[src/rtl/wcts_pkg.sv]
`timescale 1ns / 1ps
// Package for the wall column texel stepper: field widths, register indexes,
// sequencer states and default texture sizes. Depends on nothing.
package wcts_pkg;

  // Default texture sizes; the top level takes them as parameters.
  localparam int TEXTURE_WIDTH_DEF  = 64;
  localparam int TEXTURE_HEIGHT_DEF = 64;

  // Field widths.
  localparam int ROW_W   = 12;
  localparam int CUR_W   = 13;
  localparam int COL_W   = 12;
  localparam int TEXID_W = 4;
  localparam int TX_W    = 6;
  localparam int TY_W    = 6;
  localparam int DIR_W   = 18;
  localparam int DIST_W  = 24;
  localparam int LH_W    = 16;
  localparam int LINE_W  = 17;
  localparam int CAM_W   = 24;
  localparam int PITCH_W = 12;
  localparam int SH_W    = 12;
  localparam int STEP_W  = 24;
  localparam int POS_W   = 40;
  localparam int FRAC_W  = 16;
  localparam int SUM_W   = 20;

  // Configuration port.
  localparam int CFG_IDX_W  = 2;
  localparam int CFG_DATA_W = 24;

  localparam logic [SH_W-1:0]   SCREEN_HEIGHT_RST = SH_W'(480);
  localparam logic [STEP_W-1:0] STEP_MAX          = '1;

  typedef enum logic [CFG_IDX_W-1:0] {
    REG_SCREEN_HEIGHT = 2'd0,
    REG_VIEW_PITCH    = 2'd1,
    REG_CAMERA_X      = 2'd2,
    REG_CAMERA_Y      = 2'd3
  } wcts_reg_e;

  typedef enum logic [1:0] {
    ST_IDLE,
    ST_DIVIDE,
    ST_PRODUCT
  } wcts_state_e;

  localparam logic OP_SETUP = 1'b0;
  localparam logic OP_TICK  = 1'b1;

endpackage

[src/rtl/wcts_if.sv]
`timescale 1ns / 1ps
// Valid/ready channel interfaces for the column items and the texel results.
// Depends on wcts_pkg for the field widths.
interface wcts_in_if import wcts_pkg::*; ();
  logic                      valid;
  logic                      ready;
  logic                      op;
  logic                      hit_side;
  logic signed [DIR_W-1:0]   ray_dir_x;
  logic signed [DIR_W-1:0]   ray_dir_y;
  logic        [DIST_W-1:0]  wall_distance;
  logic        [LH_W-1:0]    line_height;
  logic signed [CUR_W-1:0]   start_row;
  logic        [ROW_W-1:0]   end_row;
  logic        [COL_W-1:0]   screen_column;
  logic        [TEXID_W-1:0] texture_id;
  logic signed [LINE_W-1:0]  line_top;
  logic signed [LINE_W-1:0]  line_shift;

  modport source (
    output valid, op, hit_side, ray_dir_x, ray_dir_y, wall_distance, line_height,
           start_row, end_row, screen_column, texture_id, line_top, line_shift,
    input  ready
  );
  modport sink (
    input  valid, op, hit_side, ray_dir_x, ray_dir_y, wall_distance, line_height,
           start_row, end_row, screen_column, texture_id, line_top, line_shift,
    output ready
  );
endinterface

interface wcts_out_if import wcts_pkg::*; ();
  logic               valid;
  logic               ready;
  logic [COL_W-1:0]   pixel_column;
  logic [ROW_W-1:0]   pixel_row;
  logic [TX_W-1:0]    texel_x;
  logic [TY_W-1:0]    texel_y;
  logic [TEXID_W-1:0] texture_sel;
  logic               last;

  modport source (
    output valid, pixel_column, pixel_row, texel_x, texel_y, texture_sel, last,
    input  ready
  );
  modport sink (
    input  valid, pixel_column, pixel_row, texel_x, texel_y, texture_sel, last,
    output ready
  );
endinterface

[src/rtl/wcts_divider.sv]
`timescale 1ns / 1ps
// Restoring divider, one quotient bit per cycle.
// Depends on nothing.
module wcts_divider #(
  parameter int DVD_W = 23,
  parameter int DVS_W = 16
) (
  input  logic             clk_i,
  input  logic             rst_ni,
  input  logic             start_i,
  input  logic [DVD_W-1:0] dividend_i,
  input  logic [DVS_W-1:0] divisor_i,
  output logic             done_o,
  output logic [DVD_W-1:0] quotient_o
);

  localparam int CNT_W = $clog2(DVD_W);
  localparam logic [CNT_W-1:0] CNT_LAST = CNT_W'(DVD_W - 1);

  logic             busy_q, busy_d;
  logic             done_q, done_d;
  logic [CNT_W-1:0] cnt_q, cnt_d;
  logic [DVD_W-1:0] dvd_q, dvd_d;
  logic [DVS_W-1:0] dvs_q, dvs_d;
  logic [DVS_W-1:0] rem_q, rem_d;
  logic [DVS_W:0]   trial;
  logic [DVS_W+1:0] diff;
  logic             ge;

  // Bring down the next dividend bit and try a subtract.
  assign trial = {rem_q, dvd_q[DVD_W-1]};
  assign diff  = {1'b0, trial} - {2'b00, dvs_q};
  assign ge    = ~diff[DVS_W+1];

  always_comb begin
    busy_d = busy_q;
    done_d = 1'b0;
    cnt_d  = cnt_q;
    dvd_d  = dvd_q;
    dvs_d  = dvs_q;
    rem_d  = rem_q;
    if (start_i) begin
      busy_d = 1'b1;
      cnt_d  = '0;
      dvd_d  = dividend_i;
      dvs_d  = divisor_i;
      rem_d  = '0;
    end else if (busy_q) begin
      rem_d = ge ? diff[DVS_W-1:0] : trial[DVS_W-1:0];
      dvd_d = {dvd_q[DVD_W-2:0], ge};
      cnt_d = cnt_q + CNT_W'(1);
      if (cnt_q == CNT_LAST) begin
        busy_d = 1'b0;
        done_d = 1'b1;
      end
    end
  end

  always_ff @(posedge clk_i or negedge rst_ni) begin
    if (!rst_ni) begin
      busy_q <= 1'b0;
      done_q <= 1'b0;
      cnt_q  <= '0;
    end else begin
      busy_q <= busy_d;
      done_q <= done_d;
      cnt_q  <= cnt_d;
    end
  end

  always_ff @(posedge clk_i) begin
    dvd_q <= dvd_d;
    dvs_q <= dvs_d;
    rem_q <= rem_d;
  end

  assign done_o     = done_q;
  assign quotient_o = dvd_q;

endmodule

[src/rtl/wall_column_texel_stepper.sv]
`timescale 1ns / 1ps
// Wall column texel stepper top level. Depends on wcts_pkg, wcts_if and
// wcts_divider.
//
// A set-up transfer (op 0) loads one wall column: it finds the wall hit
// fraction and the texture column, then divides TEXTURE_HEIGHT << 16 by the
// line height in a restoring divider that yields one quotient bit per cycle,
// and finally multiplies the centering offset by that row step to get the
// starting texture position. A set-up occupies the block through its divide
// and product steps, and the input is not ready during that time. A row tick
// (op 1) produces one texel coordinate for the next row of the column, with
// last set on the final row; ticks after the final row produce nothing. Ticks
// run at one per cycle as long as the output side takes them. Results sit in
// an output register, and in the idle state the input takes a new transfer
// whenever that register is empty or being drained in the same cycle.
// Configuration writes are meant for times when the block is idle.
module wall_column_texel_stepper
  import wcts_pkg::*;
#(
  parameter int TEXTURE_WIDTH  = TEXTURE_WIDTH_DEF,
  parameter int TEXTURE_HEIGHT = TEXTURE_HEIGHT_DEF
) (
  input  logic                  clk_i,
  input  logic                  rst_ni,
  input  logic                  cfg_we_i,
  input  logic [CFG_IDX_W-1:0]  cfg_index_i,
  input  logic [CFG_DATA_W-1:0] cfg_data_i,
  wcts_in_if.sink               in_if,
  wcts_out_if.source            out_if
);

  // Quotient width of TEXTURE_HEIGHT << 16, and the texel column width.
  localparam int DVD_W = $clog2(TEXTURE_HEIGHT + 1) + 16;
  localparam int EXT_W = (DVD_W > STEP_W) ? DVD_W : STEP_W;
  localparam int TWW   = $clog2(TEXTURE_WIDTH + 1);
  localparam logic [DVD_W-1:0] DIVIDEND = DVD_W'(TEXTURE_HEIGHT) << 16;

  // Configuration registers.
  logic        [SH_W-1:0]    screen_height_q;
  logic signed [PITCH_W-1:0] view_pitch_q;
  logic        [CAM_W-1:0]   camera_x_q;
  logic        [CAM_W-1:0]   camera_y_q;

  // Column state.
  wcts_state_e               state_q, state_d;
  logic        [TX_W-1:0]    column_texel_x_q;
  logic        [STEP_W-1:0]  row_step_q;
  logic        [POS_W-1:0]   texture_position_q;
  logic signed [CUR_W-1:0]   current_row_q;
  logic        [ROW_W-1:0]   stop_row_q;
  logic        [COL_W-1:0]   held_column_q;
  logic        [TEXID_W-1:0] held_texture_q;

  // Set-up operands carried from the accepting cycle.
  logic        [FRAC_W-1:0]  frac_q;
  logic                      mirror_q;
  logic signed [SUM_W-1:0]   sum_q;

  // Output register.
  logic                      out_valid_q, out_valid_d;
  logic        [ROW_W-1:0]   out_row_q;
  logic        [TY_W-1:0]    out_ty_q;
  logic                      out_last_q;

  // Sequencer outputs.
  logic in_ready;
  logic accept;
  logic setup_go;
  logic tick_go;
  logic step_load;
  logic pos_load;

  // Set-up datapath.
  logic signed [DIR_W-1:0]        dir_sel;
  logic signed [DIST_W+DIR_W:0]   hit_prod;
  logic        [CAM_W-1:0]        cam_sel;
  logic        [FRAC_W-1:0]       frac_d;
  logic        [LH_W-1:0]         lh_eff;
  logic signed [SUM_W-1:0]        sum_d;
  logic                           mirror_d;
  logic                           div_done;
  logic        [DVD_W-1:0]        quotient;
  logic        [EXT_W-1:0]        quot_ext;
  logic        [STEP_W-1:0]       step_sat;
  logic signed [SUM_W+STEP_W:0]   pos_prod;
  logic        [FRAC_W+TWW-1:0]   tx_prod;
  logic        [TWW-1:0]          tx_raw;
  logic        [TWW-1:0]          tx_mir;

  // Row tick datapath.
  logic        [CUR_W:0]          cur_inc;
  logic        [CUR_W:0]          cur_inc2;
  logic        [CUR_W:0]          stop_ext;
  logic                           rows_left;
  logic                           round_up;
  logic        [POS_W-17:0]       ty_full;
  logic        [POS_W-17:0]       ty_mask;

  assign accept   = in_if.valid & in_ready;
  assign setup_go = accept & (in_if.op == OP_SETUP);

  // Next state.
  always_comb begin
    state_d = state_q;
    case (state_q)
      ST_IDLE:    if (setup_go) state_d = ST_DIVIDE;
      ST_DIVIDE:  if (div_done) state_d = ST_PRODUCT;
      ST_PRODUCT: state_d = ST_IDLE;
      default:    state_d = ST_IDLE;
    endcase
  end

  // Sequencer outputs.
  always_comb begin
    in_ready  = 1'b0;
    step_load = 1'b0;
    pos_load  = 1'b0;
    case (state_q)
      ST_IDLE:    in_ready  = ~out_valid_q | out_if.ready;
      ST_DIVIDE:  step_load = div_done;
      ST_PRODUCT: pos_load  = 1'b1;
      default:    in_ready  = 1'b0;
    endcase
  end

  // Only the fraction of the hit position matters, so bits 31:16 of the
  // distance times direction product are all that is kept.
  assign dir_sel  = in_if.hit_side ? in_if.ray_dir_x : in_if.ray_dir_y;
  assign cam_sel  = in_if.hit_side ? camera_x_q : camera_y_q;
  assign hit_prod = $signed({1'b0, in_if.wall_distance}) * dir_sel;
  assign frac_d   = cam_sel[FRAC_W-1:0] + hit_prod[31:16];

  // Mirror the column for walls seen from the far side.
  assign mirror_d = in_if.hit_side
                  ? in_if.ray_dir_y[DIR_W-1]
                  : (~in_if.ray_dir_x[DIR_W-1] & (|in_if.ray_dir_x));

  // A zero line height counts as one.
  assign lh_eff = (in_if.line_height == '0) ? LH_W'(1) : in_if.line_height;

  // Centering offset in rows; it all wraps at SUM_W bits, which never overflows.
  assign sum_d = SUM_W'(in_if.line_top) + SUM_W'(view_pitch_q)
               - SUM_W'(screen_height_q[SH_W-1:1]) + SUM_W'(in_if.line_height[LH_W-1:1])
               - SUM_W'(in_if.line_shift);

  wcts_divider #(
    .DVD_W (DVD_W),
    .DVS_W (LH_W)
  ) u_divider (
    .clk_i      (clk_i),
    .rst_ni     (rst_ni),
    .start_i    (setup_go),
    .dividend_i (DIVIDEND),
    .divisor_i  (lh_eff),
    .done_o     (div_done),
    .quotient_o (quotient)
  );

  // Clamp the row step to its 24 bits.
  assign quot_ext = EXT_W'(quotient);
  assign step_sat = (quot_ext > EXT_W'(STEP_MAX)) ? STEP_MAX : quot_ext[STEP_W-1:0];

  // Starting texture position, kept modulo 2^40.
  assign pos_prod = sum_q * $signed({1'b0, row_step_q});

  assign tx_prod = frac_q * (FRAC_W + TWW)'(TEXTURE_WIDTH);
  assign tx_raw  = tx_prod[FRAC_W+TWW-1:FRAC_W];
  assign tx_mir  = mirror_q ? (TWW'(TEXTURE_WIDTH - 1) - tx_raw) : tx_raw;

  // Row tick: emit while the next row lies before the stop row.
  assign cur_inc   = {current_row_q[CUR_W-1], current_row_q} + (CUR_W + 1)'(1);
  assign cur_inc2  = cur_inc + (CUR_W + 1)'(1);
  assign stop_ext  = (CUR_W + 1)'(stop_row_q);
  assign rows_left = $signed(cur_inc) < $signed(stop_ext);
  assign tick_go   = accept & (in_if.op == OP_TICK) & rows_left;

  // The integer part truncates toward zero: a negative position with a
  // nonzero fraction rounds up by one.
  assign round_up = texture_position_q[POS_W-1] & (|texture_position_q[15:0]);
  assign ty_full  = texture_position_q[POS_W-1:16] + (POS_W - 16)'(round_up);
  assign ty_mask  = ty_full & (POS_W - 16)'(TEXTURE_HEIGHT - 1);

  always_comb begin
    out_valid_d = out_valid_q;
    if (tick_go) begin
      out_valid_d = 1'b1;
    end else if (out_if.ready) begin
      out_valid_d = 1'b0;
    end
  end

  always_ff @(posedge clk_i or negedge rst_ni) begin
    if (!rst_ni) begin
      state_q            <= ST_IDLE;
      out_valid_q        <= 1'b0;
      screen_height_q    <= SCREEN_HEIGHT_RST;
      view_pitch_q       <= '0;
      camera_x_q         <= '0;
      camera_y_q         <= '0;
      column_texel_x_q   <= '0;
      row_step_q         <= '0;
      texture_position_q <= '0;
      current_row_q      <= '0;
      stop_row_q         <= '0;
      held_column_q      <= '0;
      held_texture_q     <= '0;
    end else begin
      state_q     <= state_d;
      out_valid_q <= out_valid_d;
      if (cfg_we_i) begin
        case (cfg_index_i)
          REG_SCREEN_HEIGHT: screen_height_q <= cfg_data_i[SH_W-1:0];
          REG_VIEW_PITCH:    view_pitch_q    <= cfg_data_i[PITCH_W-1:0];
          REG_CAMERA_X:      camera_x_q      <= cfg_data_i[CAM_W-1:0];
          REG_CAMERA_Y:      camera_y_q      <= cfg_data_i[CAM_W-1:0];
          default:           camera_y_q      <= camera_y_q;
        endcase
      end
      if (setup_go) begin
        current_row_q  <= in_if.start_row;
        stop_row_q     <= in_if.end_row;
        held_column_q  <= in_if.screen_column;
        held_texture_q <= in_if.texture_id;
      end else if (tick_go) begin
        current_row_q      <= cur_inc[CUR_W-1:0];
        texture_position_q <= texture_position_q + POS_W'(row_step_q);
      end
      if (step_load) begin
        row_step_q <= step_sat;
      end
      if (pos_load) begin
        texture_position_q <= pos_prod[POS_W-1:0];
        column_texel_x_q   <= TX_W'(tx_mir);
      end
    end
  end

  always_ff @(posedge clk_i) begin
    if (setup_go) begin
      frac_q   <= frac_d;
      mirror_q <= mirror_d;
      sum_q    <= sum_d;
    end
    if (tick_go) begin
      out_row_q  <= cur_inc[ROW_W-1:0];
      out_ty_q   <= TY_W'(ty_mask);
      out_last_q <= ~($signed(cur_inc2) < $signed(stop_ext));
    end
  end

  // Column, texture and texel column stay fixed while rows are pending, since
  // a set-up needs the output side drained or draining before it is taken.
  assign in_if.ready         = in_ready;
  assign out_if.valid        = out_valid_q;
  assign out_if.pixel_column = held_column_q;
  assign out_if.pixel_row    = out_row_q;
  assign out_if.texel_x      = column_texel_x_q;
  assign out_if.texel_y      = out_ty_q;
  assign out_if.texture_sel  = held_texture_q;
  assign out_if.last         = out_last_q;

endmodule

[src/flat_wrapper.sv]
// flat-port wrapper written by rule: the top's interface ports become plain ports
module wall_column_texel_stepper_flat import wcts_pkg::*;
#(
  parameter int TEXTURE_WIDTH  = TEXTURE_WIDTH_DEF,
  parameter int TEXTURE_HEIGHT = TEXTURE_HEIGHT_DEF
)
  (clk_i, rst_ni, cfg_we_i, cfg_index_i, cfg_data_i, in_if_valid, in_if_op, in_if_hit_side, in_if_ray_dir_x, in_if_ray_dir_y, in_if_wall_distance, in_if_line_height, in_if_start_row, in_if_end_row, in_if_screen_column, in_if_texture_id, in_if_line_top, in_if_line_shift, in_if_ready, out_if_valid, out_if_pixel_column, out_if_pixel_row, out_if_texel_x, out_if_texel_y, out_if_texture_sel, out_if_last, out_if_ready);
  wcts_in_if in_if_i ();
  wcts_out_if out_if_i ();
  input  logic clk_i;
  input  logic rst_ni;
  input  logic cfg_we_i;
  input  logic [CFG_IDX_W-1:0] cfg_index_i;
  input  logic [CFG_DATA_W-1:0] cfg_data_i;
  input wire logic [$bits(in_if_i.valid)-1:0] in_if_valid;
  input wire logic [$bits(in_if_i.op)-1:0] in_if_op;
  input wire logic [$bits(in_if_i.hit_side)-1:0] in_if_hit_side;
  input wire logic [$bits(in_if_i.ray_dir_x)-1:0] in_if_ray_dir_x;
  input wire logic [$bits(in_if_i.ray_dir_y)-1:0] in_if_ray_dir_y;
  input wire logic [$bits(in_if_i.wall_distance)-1:0] in_if_wall_distance;
  input wire logic [$bits(in_if_i.line_height)-1:0] in_if_line_height;
  input wire logic [$bits(in_if_i.start_row)-1:0] in_if_start_row;
  input wire logic [$bits(in_if_i.end_row)-1:0] in_if_end_row;
  input wire logic [$bits(in_if_i.screen_column)-1:0] in_if_screen_column;
  input wire logic [$bits(in_if_i.texture_id)-1:0] in_if_texture_id;
  input wire logic [$bits(in_if_i.line_top)-1:0] in_if_line_top;
  input wire logic [$bits(in_if_i.line_shift)-1:0] in_if_line_shift;
  output wire logic [$bits(in_if_i.ready)-1:0] in_if_ready;
  output wire logic [$bits(out_if_i.valid)-1:0] out_if_valid;
  output wire logic [$bits(out_if_i.pixel_column)-1:0] out_if_pixel_column;
  output wire logic [$bits(out_if_i.pixel_row)-1:0] out_if_pixel_row;
  output wire logic [$bits(out_if_i.texel_x)-1:0] out_if_texel_x;
  output wire logic [$bits(out_if_i.texel_y)-1:0] out_if_texel_y;
  output wire logic [$bits(out_if_i.texture_sel)-1:0] out_if_texture_sel;
  output wire logic [$bits(out_if_i.last)-1:0] out_if_last;
  input wire logic [$bits(out_if_i.ready)-1:0] out_if_ready;
  assign in_if_i.valid = in_if_valid;
  assign in_if_i.op = in_if_op;
  assign in_if_i.hit_side = in_if_hit_side;
  assign in_if_i.ray_dir_x = in_if_ray_dir_x;
  assign in_if_i.ray_dir_y = in_if_ray_dir_y;
  assign in_if_i.wall_distance = in_if_wall_distance;
  assign in_if_i.line_height = in_if_line_height;
  assign in_if_i.start_row = in_if_start_row;
  assign in_if_i.end_row = in_if_end_row;
  assign in_if_i.screen_column = in_if_screen_column;
  assign in_if_i.texture_id = in_if_texture_id;
  assign in_if_i.line_top = in_if_line_top;
  assign in_if_i.line_shift = in_if_line_shift;
  assign in_if_ready = in_if_i.ready;
  assign out_if_valid = out_if_i.valid;
  assign out_if_pixel_column = out_if_i.pixel_column;
  assign out_if_pixel_row = out_if_i.pixel_row;
  assign out_if_texel_x = out_if_i.texel_x;
  assign out_if_texel_y = out_if_i.texel_y;
  assign out_if_texture_sel = out_if_i.texture_sel;
  assign out_if_last = out_if_i.last;
  assign out_if_i.ready = out_if_ready;
  wall_column_texel_stepper #(.TEXTURE_WIDTH(TEXTURE_WIDTH), .TEXTURE_HEIGHT(TEXTURE_HEIGHT)) u_core (.clk_i(clk_i), .rst_ni(rst_ni), .cfg_we_i(cfg_we_i), .cfg_index_i(cfg_index_i), .cfg_data_i(cfg_data_i), .in_if(in_if_i), .out_if(out_if_i));
endmodule
[config.mk]
export PLATFORM = sky130hd
export DESIGN_NAME = wall_column_texel_stepper_flat
export DESIGN_NICKNAME = d
export VERILOG_FILES = /design/src/rtl/wcts_pkg.sv /design/src/rtl/wcts_if.sv /design/src/rtl/wcts_divider.sv /design/src/rtl/wall_column_texel_stepper.sv /design/src/flat_wrapper.sv
export SDC_FILE = /design/constraint.sdc
export NUM_CORES = 2
export LEC_CHECK = 0
export BUFFER_PORTS_ARGS = -buffer_cell sky130_fd_sc_hd__clkbuf_2
export CORE_ASPECT_RATIO = 0.75
export CORE_UTILIZATION = 40
export CTS_CLUSTER_SIZE = 14
export DETAILED_ROUTE_END_ITERATION = 16
export PLACE_DENSITY_LB_ADDON = 0.12
export SLEW_MARGIN = 10
export SYNTH_ARGS = -nofsm -noshare
export SYNTH_HDL_FRONTEND = slang
export SYNTH_SLANG_ARGS = --single-unit
export TNS_END_PERCENT = 50
[constraint.sdc]
create_clock -name clk_i -period 19.2 [get_ports clk_i]
set_input_delay 1.92 -clock clk_i [delete_from_list [all_inputs] [get_ports clk_i]]
set_output_delay 1.92 -clock clk_i [all_outputs]
set_load 0.03 [all_outputs]
# After elaboration in Yosys (flattened, before gate mapping)
# Cells that the tools add are included.
# totals
n_memories	0
out_inout_bits	43
mem_bits_rw	0
romBits	0
wordCells	105
latchBits	0
in_bits	184
reg_bits	288
# classes
add_sub_neg	12
n_div	0
n_eq_ne	9
reduce_logical	15
n_mul	2
bitwise_logic	12
order_cmp	3
n_shift	0
mux	27
# op_table
operator	n
$mux 40	3
$add 40x24->40	1
$mul 20x25->40	1
$mul 25x18->32	1
$mux 16	2
$lt 14x13->1	2
$mux 13	2
$gt 23x24->1 const B	1
$mux 24	1
$add 20x15->20	1
$sub 20x11->20	1
$sub 20x20->20	1
$add 17x12->18	1
$mux 18	1
$reduce_or 18->1	1
$sub 17x16->18	1
$add 16x16->16	1
$logic_not 16->1	1
$reduce_or 16->1	1
$add 13x2->14 const B	1
$add 14x1->14 const B	1
$mux 1	12
$reduce_and 2->1	6
$mux 5	2
other kinds (16)	34

# Longest topological paths before layout
# logic_depth
word_depth	9
mapped_depth	37
ltp_nobuf	33

# Cells and area by module
# Synthesis repeated with hierarchy kept, for this count alone.
# hier_totals
hier_cells	4575
hier_area_um2	42985.0
# by_module_without_submodules
mod	seq_area_each_um2	cells_per_inst	instances	area_per_inst_um2
wall_column_texel_stepper	5590.4	4247	1	39442.8
wcts_divider	1666.6	328	1	3542.1

# Worst setup path after synthesis
# No wires, ideal clock.
# synth_path
path_type	input to register
startpoint	input in_if_hit_side
endpoint	register u_core.frac_q[14] (data pin)
setup_slack_ps	8943
t_required_ps	19005
cell_stages	34
setup_ps	195
arrival_time_ps	10062
n_path_buf	4
path_cell_list	buf_2 > buf_2 > buf_1 > mux2_2 > clkbuf_1 > and2_1 > fa_1 > inv_1 > fa_1 > fa_1 > inv_1 > fa_1 > fa_1 > inv_1 > fa_1 > inv_1 > ha_1 > a21oi_1 > nand2_1 > o21ai_0 > nand2_1 > or2_2 > o311a_1 > o21a_1 > o21ai_0 > a21oi_1 > ha_1 > or4_1 > a21oi_1 > o21ai_0 > o21a_1 > o21a_1 > o211a_1 > o311ai_0
# synth_via
elab_chain_len	3
word_cells_on_any_way	4
classes_between	add/sub (1); mul (1); mux (2)
# synth_lines
item	line	source
from (decl)	flat_wrapper.sv:17	input wire logic [$bits(in_if_i.hit_side)-1:0] in_if_hit_side;
$mux 18	wall_column_texel_stepper.sv:128	assign dir_sel = in_if.hit_side ? in_if.ray_dir_x : in_if.ray_dir_y;
$mul 25x18->32	wall_column_texel_stepper.sv:130	assign hit_prod = $signed({1'b0, in_if.wall_distance}) * dir_sel;
$add 16x16->16 *	wall_column_texel_stepper.sv:131	assign frac_d = cam_sel[FRAC_W-1:0] + hit_prod[31:16];
net u_core.frac_d[14]	wall_column_texel_stepper.sv:77	logic [FRAC_W-1:0] frac_d;
to (signal assigned)	wall_column_texel_stepper.sv:240	frac_q <= frac_d;
to (decl)	wall_column_texel_stepper.sv:55	logic [FRAC_W-1:0] frac_q;
# The timed path passes the listed nets; every way through them passes the cells marked *.
# A chain may end at the register's enable or synchronous reset.

# Final worst setup path
# layout_path
startpoint	input in_if_hit_side
endpoint	register u_core.frac_q[15] (data pin)
# The elaborated chain is that of the path after synthesis.

==> impl_metrics.py <==
metrics = {
    "run_status": {
        "outcome": "completed",
    },
    "setup_path": {
        "path_max_fanout": 36,
        "setup.worst_path.end_class": "register",
        "startpoint_type": "input port",
        "required_ps": 19540,
        "critPathLaunch": "in_if_hit_side",
        "cp_common_cell": "fa_1",
        "arrival_ps": 11350,
        "timing.rr.start": "u_core.row_step_q[17]",
        "reg2reg_to": "u_core.texture_position_q[39]",
        "slowest_delay_ps": 680,
        "critPathSlowestCell": "a211oi_1",
        "crit_type": "input port to register",
        "reg2regPathDepth": 23,
        "cp-endpoint": "u_core.frac_q[15]",
        "regToRegSetupSlack_ps": 11220,
    },
    "logic_synthesis": {
        "yosysWarnings": 0,
        "synthCells": 4736,
        "synth-seq-area-share_pct": 16.3,
        "netlist.area_leader.share_pct": 33.1,
        "synth.top_cells.by_count": "inv_1 (912), nand2_1 (729), fa_1 (712), ha_1 (374), and2_1 (329)",
        "yosysUniqueCellTypes": 83,
        "ys.flop_type": "dfrtp_1",
        "synth-seq-cells": 276,
        "synth-edff-count": 62,
        "avgSynthCellArea_sq_um": 9.10,
        "async_reset_ff_share_pct": 63.4,
        "synth_area_sq_um": 43100,
        "yosysMostFrequentCell": "inv_1",
        "yosys.area.top_type": "fa_1",
        "synth_nets": 6006,
        "synthTopCellsByArea": "fa_1 (33%), ha_1 (11%), dfrtp_1 (9.9%)",
    },
    "route": {
        "wl_per_cell_microns": 19.0,
        "dr.pass1.iters": 6,
        "drt_iter0_drc": 1961,
        "drcViolationCount": 0,
        "drt_wl_total_mm": 119,
        "num_vias": 31700,
        "viasPerCell": 5.06,
        "drtAntennaViolNets": 0,
    },
    "flow_run": {
        "max_cap_violations": 0,
    },
    "final_layout": {
        "fin_cells": 6261,
        "final_util_pct": 43.8,
        "fill_cells": 10500,
        "seq_area_sq_um": 7030,
        "drive_above_1_share_pct": 9.03,
        "multi_input_area_sq_um": 31800,
        "areaGrowthSynthToFinish_pct": 7.85,
        "nets": 6086,
    },
    "clock_network": {
        "clock_sinks": 276,
        "post_cts_buffers": 0,
        "clk_pin_slew_ps": 70,
        "cts_resized": 0,
        "numCtsBuffers": 29,
        "cts_tree": "built",
        "clock_path_buffers": 3,
        "insertion_delay_ps": 620,
        "htree_levels": 1,
        "cts_hold_buf": 0,
        "root_buffer": "clkbuf_16",
    },
    "sta": {
        "finalHoldViolations": 0,
        "fmax_ghz": 0.0908,
        "fin_crit_ps": 11010,
        "min_period_over_period_pct": 57.3,
        "skew_ps": 30.8,
        "final_max_slew_viol_count": 0,
        "slew_headroom_pct": 16.2,
        "fin_tns_setup_ps": 0,
        "fin_ws_ps": 8190,
        "setup_viol": 0,
        "tightest_slew_ps": 1260,
        "grt_setup_unrepaired": "no",
    },
    "placed_design": {
        "dp.cells": 6202,
        "hpwl_mm": 91.8,
        "portBuffers": 218,
        "gp_congestion": 0.864,
        "pre_cts_slack_ps": 7720,
    },
    "floorplan": {
        "io_pins": 227,
        "fp.dieH_microns": 286,
        "start_util_pct": 40.7,
        "core_sq_um": 106000,
        "dieArea_sq_um": 109000,
        "rows": 103,
        "fp.dieW_microns": 381,
    },
    "grt": {
        "grt_pass1_vias": 32600,
        "grt_antenna_before_repair": 11,
        "grt_usage_pct": 22.5,
        "grt_overflow": 0,
        "grt_pass1_wl_mm": 191,
        "grt_max_degree": 68,
    },
    "worst_hold_path": {
        "hp-class": "register to register",
        "holdCritStartpoint": "u_core.u_divider.quotient_o[15]",
    },
}
[cell usage in the layout (no fill, tap or decap), types with 62 or more instances in the layout]
cell | netlist | final
xnor2_1 | 117 | 117
nor2_1 | 142 | 142
a21oi_1 | 109 | 109
fa_1 | 712 | 712
inv_1 | 912 | 911
clkbuf_2 | 0 | 217
dfrtp_1 | 171 | 170
o21ai_0 | 123 | 123
edfxtp_1 | 62 | 62
and2_1 | 329 | 329
ha_1 | 374 | 374
nand2_1 | 729 | 729
mux2_2 | 76 | 76
[metrics by stage]
stage               instance area (sq um)  hold WS, ps
floorplan                           43100          425
global placement                    45500          442
detailed placement                  45500          445
CTS                                 46500          449
global route                        46500          473
finish                              46500          448
[metal layers]
metal / routed length (microns) / GRT usage, % / up-vias
met1: 63400 / 36.7 / 16000
met2: 45900 / 30.8 / 763
met5: 61 / 0 / -
met4: 1890 / 3.77 / 10
met3: 7680 / 3.88 / 103
li1: - / - / 14800
[cell type report]
class                      instances  area share, %
timing repair buffer             274           3.27
clock buffer                      40           1.72
inverter                         913           7.40
clock inverter                    14          0.339
antenna                            5         0.0269
sequential                       276           15.1
tap                             1417           3.81
multi-input combinational       3322           68.3
[sequential cells by signal, summed over array words and instances (netlist names), 2 cells and up]
signal	count
u_core.texture_position_q	40
u_core.row_step_q	23
u_core.u_divider.quotient_o	23
u_core.sum_q	20
u_core.camera_x_q	16
u_core.camera_y_q	16
u_core.u_divider.dvs_q	16
u_core.u_divider.rem_q	16
u_core.current_row_q	13
u_core.out_if.pixel_column	12
u_core.out_if.pixel_row	12
u_core.stop_row_q	12
u_core.view_pitch_q	12
u_core.screen_height_q	11
u_core.frac_q	6
u_core.out_if.texel_x	6
u_core.out_if.texel_y	6
u_core.u_divider.cnt_q	5
u_core.out_if.texture_sel	4
u_core.state_q	2
[critical path, delay by kind of cell]
family / cells / cell delay (ps)
fa+ha+maj: 8 / 3680
compound gates: 8 / 2690
simple gates: 8 / 1350
buf+inv: 6 / 770
mux: 1 / 670
xor+xnor: 2 / 240
[how the worst min path moves through the flow]
stage | end | slack [ps] | cells past startpoint
detailed placement | u_core.row_step_q[5] | 440 | 2
CTS | u_core.row_step_q[15] | 450 | 2
global placement | u_core.row_step_q[3] | 440 | 2
finish | u_core.row_step_q[15] | 450 | 2
floorplan | u_core.row_step_q[6] | 420 | 2
global route | u_core.row_step_q[15] | 470 | 2
[cell families after synthesis]
group           count (synthesis)  synth area share [%]
compound gates                474                  7.15
xor+xnor                      176                  3.59
mux                           106                  2.68
flops                         276                  16.3
fa+ha+maj                    1086                  43.9
simple gates                 1480                  16.3
buf+inv                      1138                  10.0
Power is left out: the tool's default activity adds up to more than one toggle a clock period on the data nets, which glitch-free logic cannot reach.
